$ cat src/hw/rtl/erpe_pkg.sv
// shared types and constants of the relocation patch engine
`default_nettype none

package erpe_pkg;

    localparam int SYMBOL_DEPTH = 1024;
    localparam int SYM_AW = (SYMBOL_DEPTH > 1) ? $clog2(SYMBOL_DEPTH) : 1;
    localparam logic [31:0] SYM_LIMIT = 32'(SYMBOL_DEPTH);
    localparam int SYM_W = 64;

    localparam logic OP_LOAD  = 1'b0;
    localparam logic OP_RELOC = 1'b1;

    localparam logic [31:0] REL_NONE  = 32'd0;
    localparam logic [31:0] REL_64    = 32'd1;
    localparam logic [31:0] REL_PC32  = 32'd2;
    localparam logic [31:0] REL_PLT32 = 32'd4;
    localparam logic [31:0] REL_32    = 32'd10;
    localparam logic [31:0] REL_32S   = 32'd11;

    localparam logic [2:0] ST_OK     = 3'd0;
    localparam logic [2:0] ST_NONE   = 3'd1;
    localparam logic [2:0] ST_BADSYM = 3'd2;
    localparam logic [2:0] ST_BADOFF = 3'd3;
    localparam logic [2:0] ST_OVF    = 3'd4;
    localparam logic [2:0] ST_UNSUP  = 3'd5;
    localparam logic [2:0] ST_SUPP   = 3'd6;

    localparam logic [3:0] BYTES_8 = 4'd8;
    localparam logic [3:0] BYTES_4 = 4'd4;

    localparam logic [1:0] CFG_TARGET_BASE  = 2'd0;
    localparam logic [1:0] CFG_SECTION_SIZE = 2'd1;
    localparam logic [1:0] CFG_SYMBOL_COUNT = 2'd2;

    typedef enum logic [2:0] {
        K_64,
        K_PC,
        K_U32,
        K_S32,
        K_UNSUP
    } kind_t;

    typedef struct packed {
        logic        write_enable;
        logic [63:0] write_address;
        logic [63:0] write_data;
        logic [3:0]  write_bytes;
        logic [2:0]  status;
    } res_t;

    typedef struct packed {
        logic [63:0] sum;
        logic [63:0] where;
        kind_t       kind;
        logic [2:0]  pre_status;
    } check_t;

endpackage

`default_nettype wire

$ cat src/hw/rtl/erpe_reloc.sv
// relocation checks, sums and range tests over two stages
`default_nettype none

module erpe_reloc (
    input  wire logic                clk,
    input  wire logic                check_en,
    input  wire logic [31:0]         rel_type,
    input  wire logic [31:0]         sym_index,
    input  wire logic [63:0]         patch_offset,
    input  wire logic signed [63:0]  addend,
    input  wire logic [63:0]         sym_value,
    input  wire logic [63:0]         target_base,
    input  wire logic [31:0]         section_size,
    input  wire logic [10:0]         symbol_count,
    output erpe_pkg::res_t           res
);

    import erpe_pkg::*;

    check_t      chk_reg;
    check_t      chk_next;
    logic        bad_sym;
    logic        bad_off;
    logic        width8;
    logic [31:0] remain;
    logic [31:0] need;
    kind_t       kind;
    logic [63:0] diff;
    logic [63:0] v;
    logic        fit_s;
    logic        fit_u;
    logic        ovf;

    // first stage: checks and the two base sums
    always_comb
    begin
        width8  = (rel_type == REL_64);
        need    = width8 ? 32'd8 : 32'd4;
        bad_sym = (sym_index >= {21'b0, symbol_count}) || (sym_index >= SYM_LIMIT);
        remain  = section_size - patch_offset[31:0];
        bad_off = (patch_offset > {32'b0, section_size}) || (remain < need);

        unique case (rel_type)
            REL_64:    kind = K_64;
            REL_PC32:  kind = K_PC;
            REL_PLT32: kind = K_PC;
            REL_32:    kind = K_U32;
            REL_32S:   kind = K_S32;
            default:   kind = K_UNSUP;
        endcase

        chk_next.sum   = sym_value + $unsigned(addend);
        chk_next.where = target_base + patch_offset;
        chk_next.kind  = kind;
        priority if (rel_type == REL_NONE)
            chk_next.pre_status = ST_NONE;
        else if (bad_sym)
            chk_next.pre_status = ST_BADSYM;
        else if (bad_off)
            chk_next.pre_status = ST_BADOFF;
        else if (kind == K_UNSUP)
            chk_next.pre_status = ST_UNSUP;
        else
            chk_next.pre_status = ST_OK;
    end

    always_ff @(posedge clk)
    begin
        if (check_en)
        begin
            chk_reg <= chk_next;
        end
    end

    // second stage: pc-relative subtract and 32-bit range checks
    always_comb
    begin
        diff  = chk_reg.sum - chk_reg.where;
        v     = (chk_reg.kind == K_PC) ? diff : chk_reg.sum;
        fit_s = (v[63:31] == '0) || (v[63:31] == '1);
        fit_u = (v[63:32] == '0);

        unique case (chk_reg.kind)
            K_64:    ovf = 1'b0;
            K_PC:    ovf = !fit_s;
            K_U32:   ovf = !fit_u;
            K_S32:   ovf = !fit_s;
            default: ovf = 1'b0;
        endcase

        res = '0;
        if (chk_reg.pre_status != ST_OK)
        begin
            res.status = chk_reg.pre_status;
        end
        else if (ovf)
        begin
            res.status = ST_OVF;
        end
        else
        begin
            res.status        = ST_OK;
            res.write_enable  = 1'b1;
            res.write_address = chk_reg.where;
            if (chk_reg.kind == K_64)
            begin
                res.write_data  = v;
                res.write_bytes = BYTES_8;
            end
            else
            begin
                res.write_data  = {32'b0, v[31:0]};
                res.write_bytes = BYTES_4;
            end
        end
    end

endmodule

`default_nettype wire

$ cat config.mk
export PLATFORM = sky130hd
export DESIGN_NAME = erpe_reloc
export DESIGN_NICKNAME = d
export VERILOG_FILES = /design/src/hw/rtl/erpe_pkg.sv /design/src/hw/rtl/erpe_reloc.sv
export SDC_FILE = /design/constraint.sdc
export NUM_CORES = 1
export LEC_CHECK = 0
export ABC_AREA = 1
export BUFFER_PORTS_ARGS = -buffer_cell sky130_fd_sc_hd__buf_2
export CAP_MARGIN = 10
export CORE_MARGIN = 10
export CORE_UTILIZATION = 58
export CTS_CLUSTER_SIZE = 40
export DETAILED_ROUTE_END_ITERATION = 10
export HOLD_SLACK_MARGIN = 0.15
export PLACE_DENSITY = 0.84
export SYNTH_ARGS = -nofsm -noshare
export SYNTH_HDL_FRONTEND = slang
export SYNTH_SLANG_ARGS = --single-unit
$ cat constraint.sdc
create_clock -name clk -period 3.5 [get_ports clk]
set_input_delay 0.175 -clock clk [delete_from_list [all_inputs] [get_ports clk]]
set_output_delay 0.175 -clock clk [all_outputs]
set_load 0.02 [all_outputs]
==> results.json, run 1 <==
{
  "status": "stopped before the end",
  "lastStage": "global routing",
  "stop_error": "[ERROR GRT-0232] Routing congestion too high. Check the congestion heatmap in the GUI.",
  "synth_warnings": 0,
  "grt_max_degree": 56,
  "yosysTopAreaCell": "edfxtp_1",
  "grt.overflow.total": 511,
  "synth_top_area_frac": 0.174,
  "crit_endpoint": "res[20]",
  "initial_core_util": 0.584,
  "cts-root-buf": "clkbuf_16",
  "ctsHtreeMaxLevel": 4,
  "dp_hpwl_um": 84800,
  "fp.dieH_um": 220,
  "avgSynthCellArea_sq_um": 6.04,
  "synthArstFlopShare": 0,
  "worst_path_end_type": "top-level output",
  "place_ws_ns": -0.196,
  "portBuffers": 498,
  "cts.sinks": 134,
  "fp.dieW_um": 220,
  "ys.flop_type": "edfxtp_1",
  "yosysSeqAreaShare": 0.174,
  "clock_path_buffers": 2,
  "cts_made_buffers": 17,
  "netlist_area_sq_um": 23200,
  "synth_common_cells": "nand2_1, inv_1, nor2_1, a21oi_1, ha_1",
  "synthTopCellsByArea": "edfxtp_1, nand2_1, ha_1",
  "num_rows": 73,
  "synth_enable_flop_cells": 134,
  "ys_seq_elements": 134,
  "ys_types": 52,
  "gp_congestion": 1.10,
  "grt_usage": 0.801,
  "ios": 501,
  "syn_inst": 3839,
  "yosysMostFrequentCell": "nand2_1"
}
## metal layers
metal  overflow  global-route usage
met5          9               0.540
met4        107               0.707
met3         42               0.734
met2        273               0.937
met1         80               0.787
## what timing repair did
| action | 4_1_cts |
|---|---|
| cloned | 11 |
| setup endpoints to repair | 99 |
| endpoints found under the hold margin | 4 |
| hold buffers | 6 |
| setup buffers | 43 |
| pin swaps | 41 |
| resized for setup | 522 |
## per-stage QoR
stage / cell area, sq um / instances / hold WS, ns / setup TNS [ns]
after floorplan: 23200 / 3840 / 0.287 / 0
after global placement: 28100 / 5086 / 0.493 / -6.84
after detailed placement: 28100 / 5086 / 0.485 / -13.39
after CTS: 31400 / 5178 / 0.161 / -35.12
## cells by family after synthesis
logic type      share of synthesized area
xor+xnor                           0.0654
mux                                0.0108
flops                               0.174
other cells                      0.000162
buf+inv                             0.131
simple gates                        0.340
compound gates                      0.134
fa+ha+maj                           0.145
==> run 2, diff against run 1 <==
Settings changed: CORE_UTILIZATION 58 to 40, CTS_CLUSTER_SIZE 40 to unset, HOLD_SLACK_MARGIN 0.15 to unset, PLACE_DENSITY 0.84 to unset, PLACE_DENSITY_LB_ADDON set to 0.15.
==> run 2 against run 1 <==
  * The flow now finishes, with violations (setup timing)
  * Synthesized area unchanged
  * Synthesized cell count unchanged
==> results.json, run 2 <==
{
  "pwr-share-comb": 0.687,
  "cellPowerDensity_nw_per_um2": 401,
  "ant_nets": 0,
  "synth_enable_flop_cells": 134,
  "clock_path_buffers": 2,
  "area_growth_pct": 41.8,
  "wire_per_inst_um": 20.1,
  "seq_power_share": 0.179,
  "endpoint_kind": "output pin",
  "num_vias": 28579,
  "critPathKind": "reg2out",
  "ys_types": 52,
  "syn_inst": 3839,
  "setup_slack_ns": -0.680,
  "path_delay_family": "simple AND/OR/NAND/NOR gates",
  "ctsHtreeMaxLevel": 4,
  "path_max_fanout": 8,
  "ios": 501,
  "synth_warnings": 0,
  "synthTopCellsByArea": "edfxtp_1, nand2_1, ha_1",
  "power.internal_mw": 6.84,
  "cts_made_buffers": 17,
  "cpPeakStageDelay_ns": 0.38,
  "drc": 0,
  "leakage_nw": 17.5,
  "hold_violations": 0,
  "dieArea_sq_um": 68000,
  "core_sq_um": 57500,
  "clk_pin_slew_worst_paths_ns": 0.07,
  "num_rows": 88,
  "yosysMostFrequentCell": "nand2_1",
  "p_clk_frac": 0.134,
  "synth_top_area_frac": 0.174,
  "final_cell_area_sq_um": 32900,
  "grt_first_pass_wirelength_um": 158000,
  "synth_fa_ha_area_frac": 0.145,
  "first_pass_iters": 6,
  "muxShareOfSynthArea": 0.0108,
  "drt-total-wl_um": 110000,
  "finalSetupViolations": 100,
  "critPathBufInv": 5,
  "via_per_inst": 5.19,
  "cts-root-buf": "clkbuf_16",
  "cts_tree": "done",
  "setup-tns-final_ns": -59.14,
  "initial_core_util": 0.403,
  "gp_congestion": 0.999,
  "grt_usage": 0.301,
  "cp.required_ns": 3.32,
  "synth_top_family_by_area": "simple AND/OR/NAND/NOR gates",
  "synth_xor_xnor_area_share": 0.0654,
  "yosysSeqAreaShare": 0.174,
  "cp.arrival_ns": 4.00,
  "p_sw_frac": 0.482,
  "synthArstFlopShare": 0,
  "drive_gt1_frac": 0.303,
  "maxSlewViolCount": 0,
  "portBuffers": 498,
  "cts.sinks": 134,
  "totalPowerFinal_mw": 13.2,
  "crit_top_cell": "nand2_1",
  "mostFrequentLayoutCell": "nand2_1",
  "synth_common_cells": "nand2_1, inv_1, nor2_1, a21oi_1, ha_1",
  "rsz0062_at_grt": "yes",
  "fp.dieH_um": 261,
  "max_freq_mhz": 239,
  "avgSynthCellArea_sq_um": 6.04,
  "violations": "setup timing",
  "slew_headroom": 0.500,
  "antenna_found_initial": 4,
  "drv_cap": 0,
  "grt.overflow.total": 0,
  "ys.flop_type": "edfxtp_1",
  "fin_crit_ns": 4.18,
  "cp-start-kind": "flip-flop",
  "irDropWorstVdd_v": 0.000279,
  "post_dp_cell_area_sq_um": 28900,
  "nFillCells": 5762,
  "netlist_area_sq_um": 23200,
  "status": "finished with violations",
  "drt_iter0_markers": 2284,
  "power.switching_mw": 6.35,
  "final_cell_mix": "nand2_1, inv_1, buf_4",
  "worst_slew_pin_slew_ns": 0.751,
  "crit_slowest_cell": "edfxtp_1",
  "grt_pass1_vias": 27411,
  "fin_crit_sh": 1.19,
  "synth_compound_area_frac": 0.134,
  "place_ws_ns": -0.200,
  "fp.dieW_um": 261,
  "largest_register_ffs": 134,
  "synth-simple-area-share": 0.340,
  "grt_max_degree": 67,
  "nets": 5354,
  "hold_slack_ns": 0.0288,
  "dp_hpwl_um": 93100,
  "min_path_type": "in2reg",
  "ys_seq_elements": 134,
  "yosysTopAreaCell": "edfxtp_1"
}
[run 2: cell counts after synthesis]
Identical to the previous run, type by type.
[run 2: layout make-up]
type	instances	area, sq um	area share
multi-input combinational	2912	18100	0.552
tap	765	957	0.0291
sequential	134	4020	0.122
clock inverter	15	143	0.00434
inverter	763	2870	0.0873
clock buffer	17	425	0.0129
antenna	3	7.51	0.000228
timing repair buffer	894	6310	0.192
[run 2: layer usage]
| layer | share of wire | GRT usage |
|---|---|---|
| met1 | 0.44 | 0.403 |
| met2 | 0.47 | 0.501 |
| met3 | 0.058 | 0.0245 |
| met4 | 0.037 | 0.0987 |
| met5 | 0 | 0 |
[run 2: metrics by stage]
step                cells   util
finish               5503  0.572
global route         5503  0.572
CTS                  5443  0.536
detailed placement   5387  0.503
global placement     5387  0.503
floorplan            3840      -
[run 2: final timing paths]
path,endpoint,from,cells past startpoint,slack [ns]
worst min-delay path,chk_reg[70],sym_value[0],2,0.03
worst max-delay path,res[82],chk_reg[10],25,-0.68
[run 2: power groups by stage]
stage          combinational [mW]  sequential, mW  clock (mW)
2_1_floorplan                4.26            2.23           0
3_3_place_gp                 7.54            2.32           0
3_5_place_dp                 7.52            2.33           0
4_1_cts                      7.91            2.31        1.78
5_1_grt                      9.78            2.38        1.85
6_report                     9.06            2.37        1.77
[run 2: timing repair]
item / CTS / global route
pin swaps: 25 / 71
setup buffers: 17 / 51
cloned: 7 / 6
endpoints found under the setup margin: 99 / 103
resized for setup: 327 / 385
hold buffers: 0 / 0
[run 2: cells by family after synthesis]
| kind of cell | count (synthesis) |
|---|---|
| buffers and inverters | 794 |
| flip-flops | 134 |
| XOR/XNOR | 173 |
| AND/OR/NAND/NOR | 1894 |
| AO/OA/AOI/OAI | 551 |
| other | 1 |
| multiplexers | 25 |
| adder cells (fa/ha/maj) | 267 |
(Power assumes the default switching activity.)
==> run 3, diff against run 2 <==
Settings changed: ABC_CLOCK_PERIOD_IN_PS set to 3500, CAP_MARGIN 10 to 20, SKIP_LAST_GASP set to 1.
==> run 3 against run 2 <==
  * The run still ends with setup timing left
  * Global-route usage about the same
  * Total power is 2.3% lower
  * Via count fell by 1.4%
  * Largest cell class unchanged
  * Routed wire length is 2.0% lower
==> results.json, run 3 (synthesized netlist as in run 2, its figures left out) <==
{
  "maxSlewViolCount": 0,
  "hold_buffers": 0,
  "core_sq_um": 57500,
  "fp.dieH_um": 261,
  "fin_crit_ns": 4.08,
  "critPathKind": "reg2out",
  "hold_violations": 0,
  "ant_nets": 0,
  "endpoint_kind": "output pin",
  "cellPowerDensity_nw_per_um2": 399,
  "cpPeakStageDelay_ns": 0.46,
  "ios": 501,
  "largest_register_ffs": 134,
  "cts.sinks": 134,
  "multi_input_comb_area_sq_um": 17800,
  "finalSetupViolations": 99,
  "finish.utilization": 0.561,
  "num_vias": 28189,
  "grt_pass1_vias": 27417,
  "crit_start": "chk_reg[97]",
  "setup_slack_ns": -0.583,
  "initial_core_util": 0.403,
  "ctsHtreeMaxLevel": 4,
  "grt_first_pass_wirelength_um": 158000,
  "setup-tns-final_ns": -51.31,
  "grt_max_degree": 67,
  "portBuffers": 498,
  "path_max_fanout": 9,
  "final_cell_mix": "nand2_1, inv_1, buf_4",
  "leakage_nw": 17.3,
  "drv_cap": 0,
  "final_cell_area_sq_um": 32300,
  "irDropWorstVdd_v": 0.000277,
  "worst_slew_pin_slew_ns": 0.743,
  "clk_pin_slew_worst_paths_ns": 0.07,
  "max_freq_mhz": 245,
  "grt_usage": 0.300,
  "cp.arrival_ns": 3.91,
  "cts_made_buffers": 17,
  "crit_slowest_cell": "edfxtp_1",
  "first_pass_iters": 6,
  "min_from": "sym_value[0]",
  "wire_per_inst_um": 19.7,
  "mostFrequentLayoutCell": "nand2_1",
  "cp-start-kind": "flip-flop",
  "via_per_inst": 5.13,
  "antenna_found_initial": 4,
  "dieArea_sq_um": 68000,
  "rsz0062_at_grt": "yes",
  "fin_crit_sh": 1.17,
  "cts_tree": "done",
  "post_dp_cell_area_sq_um": 28900,
  "status": "finished with violations",
  "cts-root-buf": "clkbuf_16",
  "grt.overflow.total": 0,
  "cp.required_ns": 3.32,
  "drc": 0,
  "crit_end": "res[13]",
  "clock_path_buffers": 2,
  "num_rows": 88,
  "drt_iter0_markers": 1971,
  "min_path_type": "in2reg",
  "holdPathStages": 2,
  "regArea_sq_um": 4020,
  "violations": "setup timing",
  "fp.dieW_um": 261,
  "gp_congestion": 0.999,
  "nFillCells": 5864,
  "drive_gt1_frac": 0.291,
  "nets": 5341,
  "slew_headroom": 0.505,
  "drt-total-wl_um": 108000,
  "dp_hpwl_um": 93100,
  "area_growth_pct": 39.2
}
-- run 3: changes by cell type in the layout (fill, tap and decap cells not counted), sizes merged --
cell,change
clkbuf,-1
buf,-12
-- run 3: timing repair --
action / 4_1_cts / 5_1_grt
pin swaps: 25 / 46
buffers inserted: 17 / 41
resized for setup: 312 / 281
gates cloned: 7 / 3
setup endpoints to repair: 99 / 103
-- run 3: worst min path at each step --
stage                        endpoint  slack (ns)
after floorplan            chk_reg[0]        0.29
after global placement    chk_reg[70]        0.47
after detailed placement  chk_reg[70]        0.48
after CTS                 chk_reg[70]        0.01
after global routing      chk_reg[70]        0.03
final                     chk_reg[70]        0.04
-- run 3: final cells by class --
cell class | instances | area share
Tap cell | 765 | 0.0297
Antenna cell | 3 | 0.000233
Timing Repair Buffer | 881 | 0.188
Multi-Input combinational cell | 2912 | 0.551
Inverter | 763 | 0.0889
Sequential cell | 134 | 0.125
Clock inverter | 15 | 0.00442
Clock buffer | 17 | 0.0132
-- run 3: through the flow --
step                hold WS, ns  cells  power (mW)  setup slack [ns]
detailed placement        0.477   5387        9.85            -0.200
finish                   0.0378   5490        12.9            -0.583
global route             0.0323   5490        13.7            -0.730
floorplan                 0.287   3840        6.49             0.316
global placement          0.468   5387        9.86            -0.137
CTS                      0.0118   5443        12.0            -0.544
-- run 3: where the power goes --
part | switching (mW) | internal, mW
Clock | 0.777 | 0.993
Sequential | 0.226 | 2.14
Combinational | 5.15 | 3.60
-- run 3: metal layers --
metal	share of wire	wire (um)	global-route usage
met1	0.44	47400	0.404
met2	0.47	50600	0.500
met3	0.060	6510	0.0239
met5	0	0	0
met4	0.035	3770	0.100
-- run 3: worst max-delay path: cells and delay by family (launching register included) --
kind,cells,cell delay (ns)
and+or+nand+nor,18,1.85
buffers and inverters,6,0.78
DFF,1,0.46
adders and majority gates,1,0.35
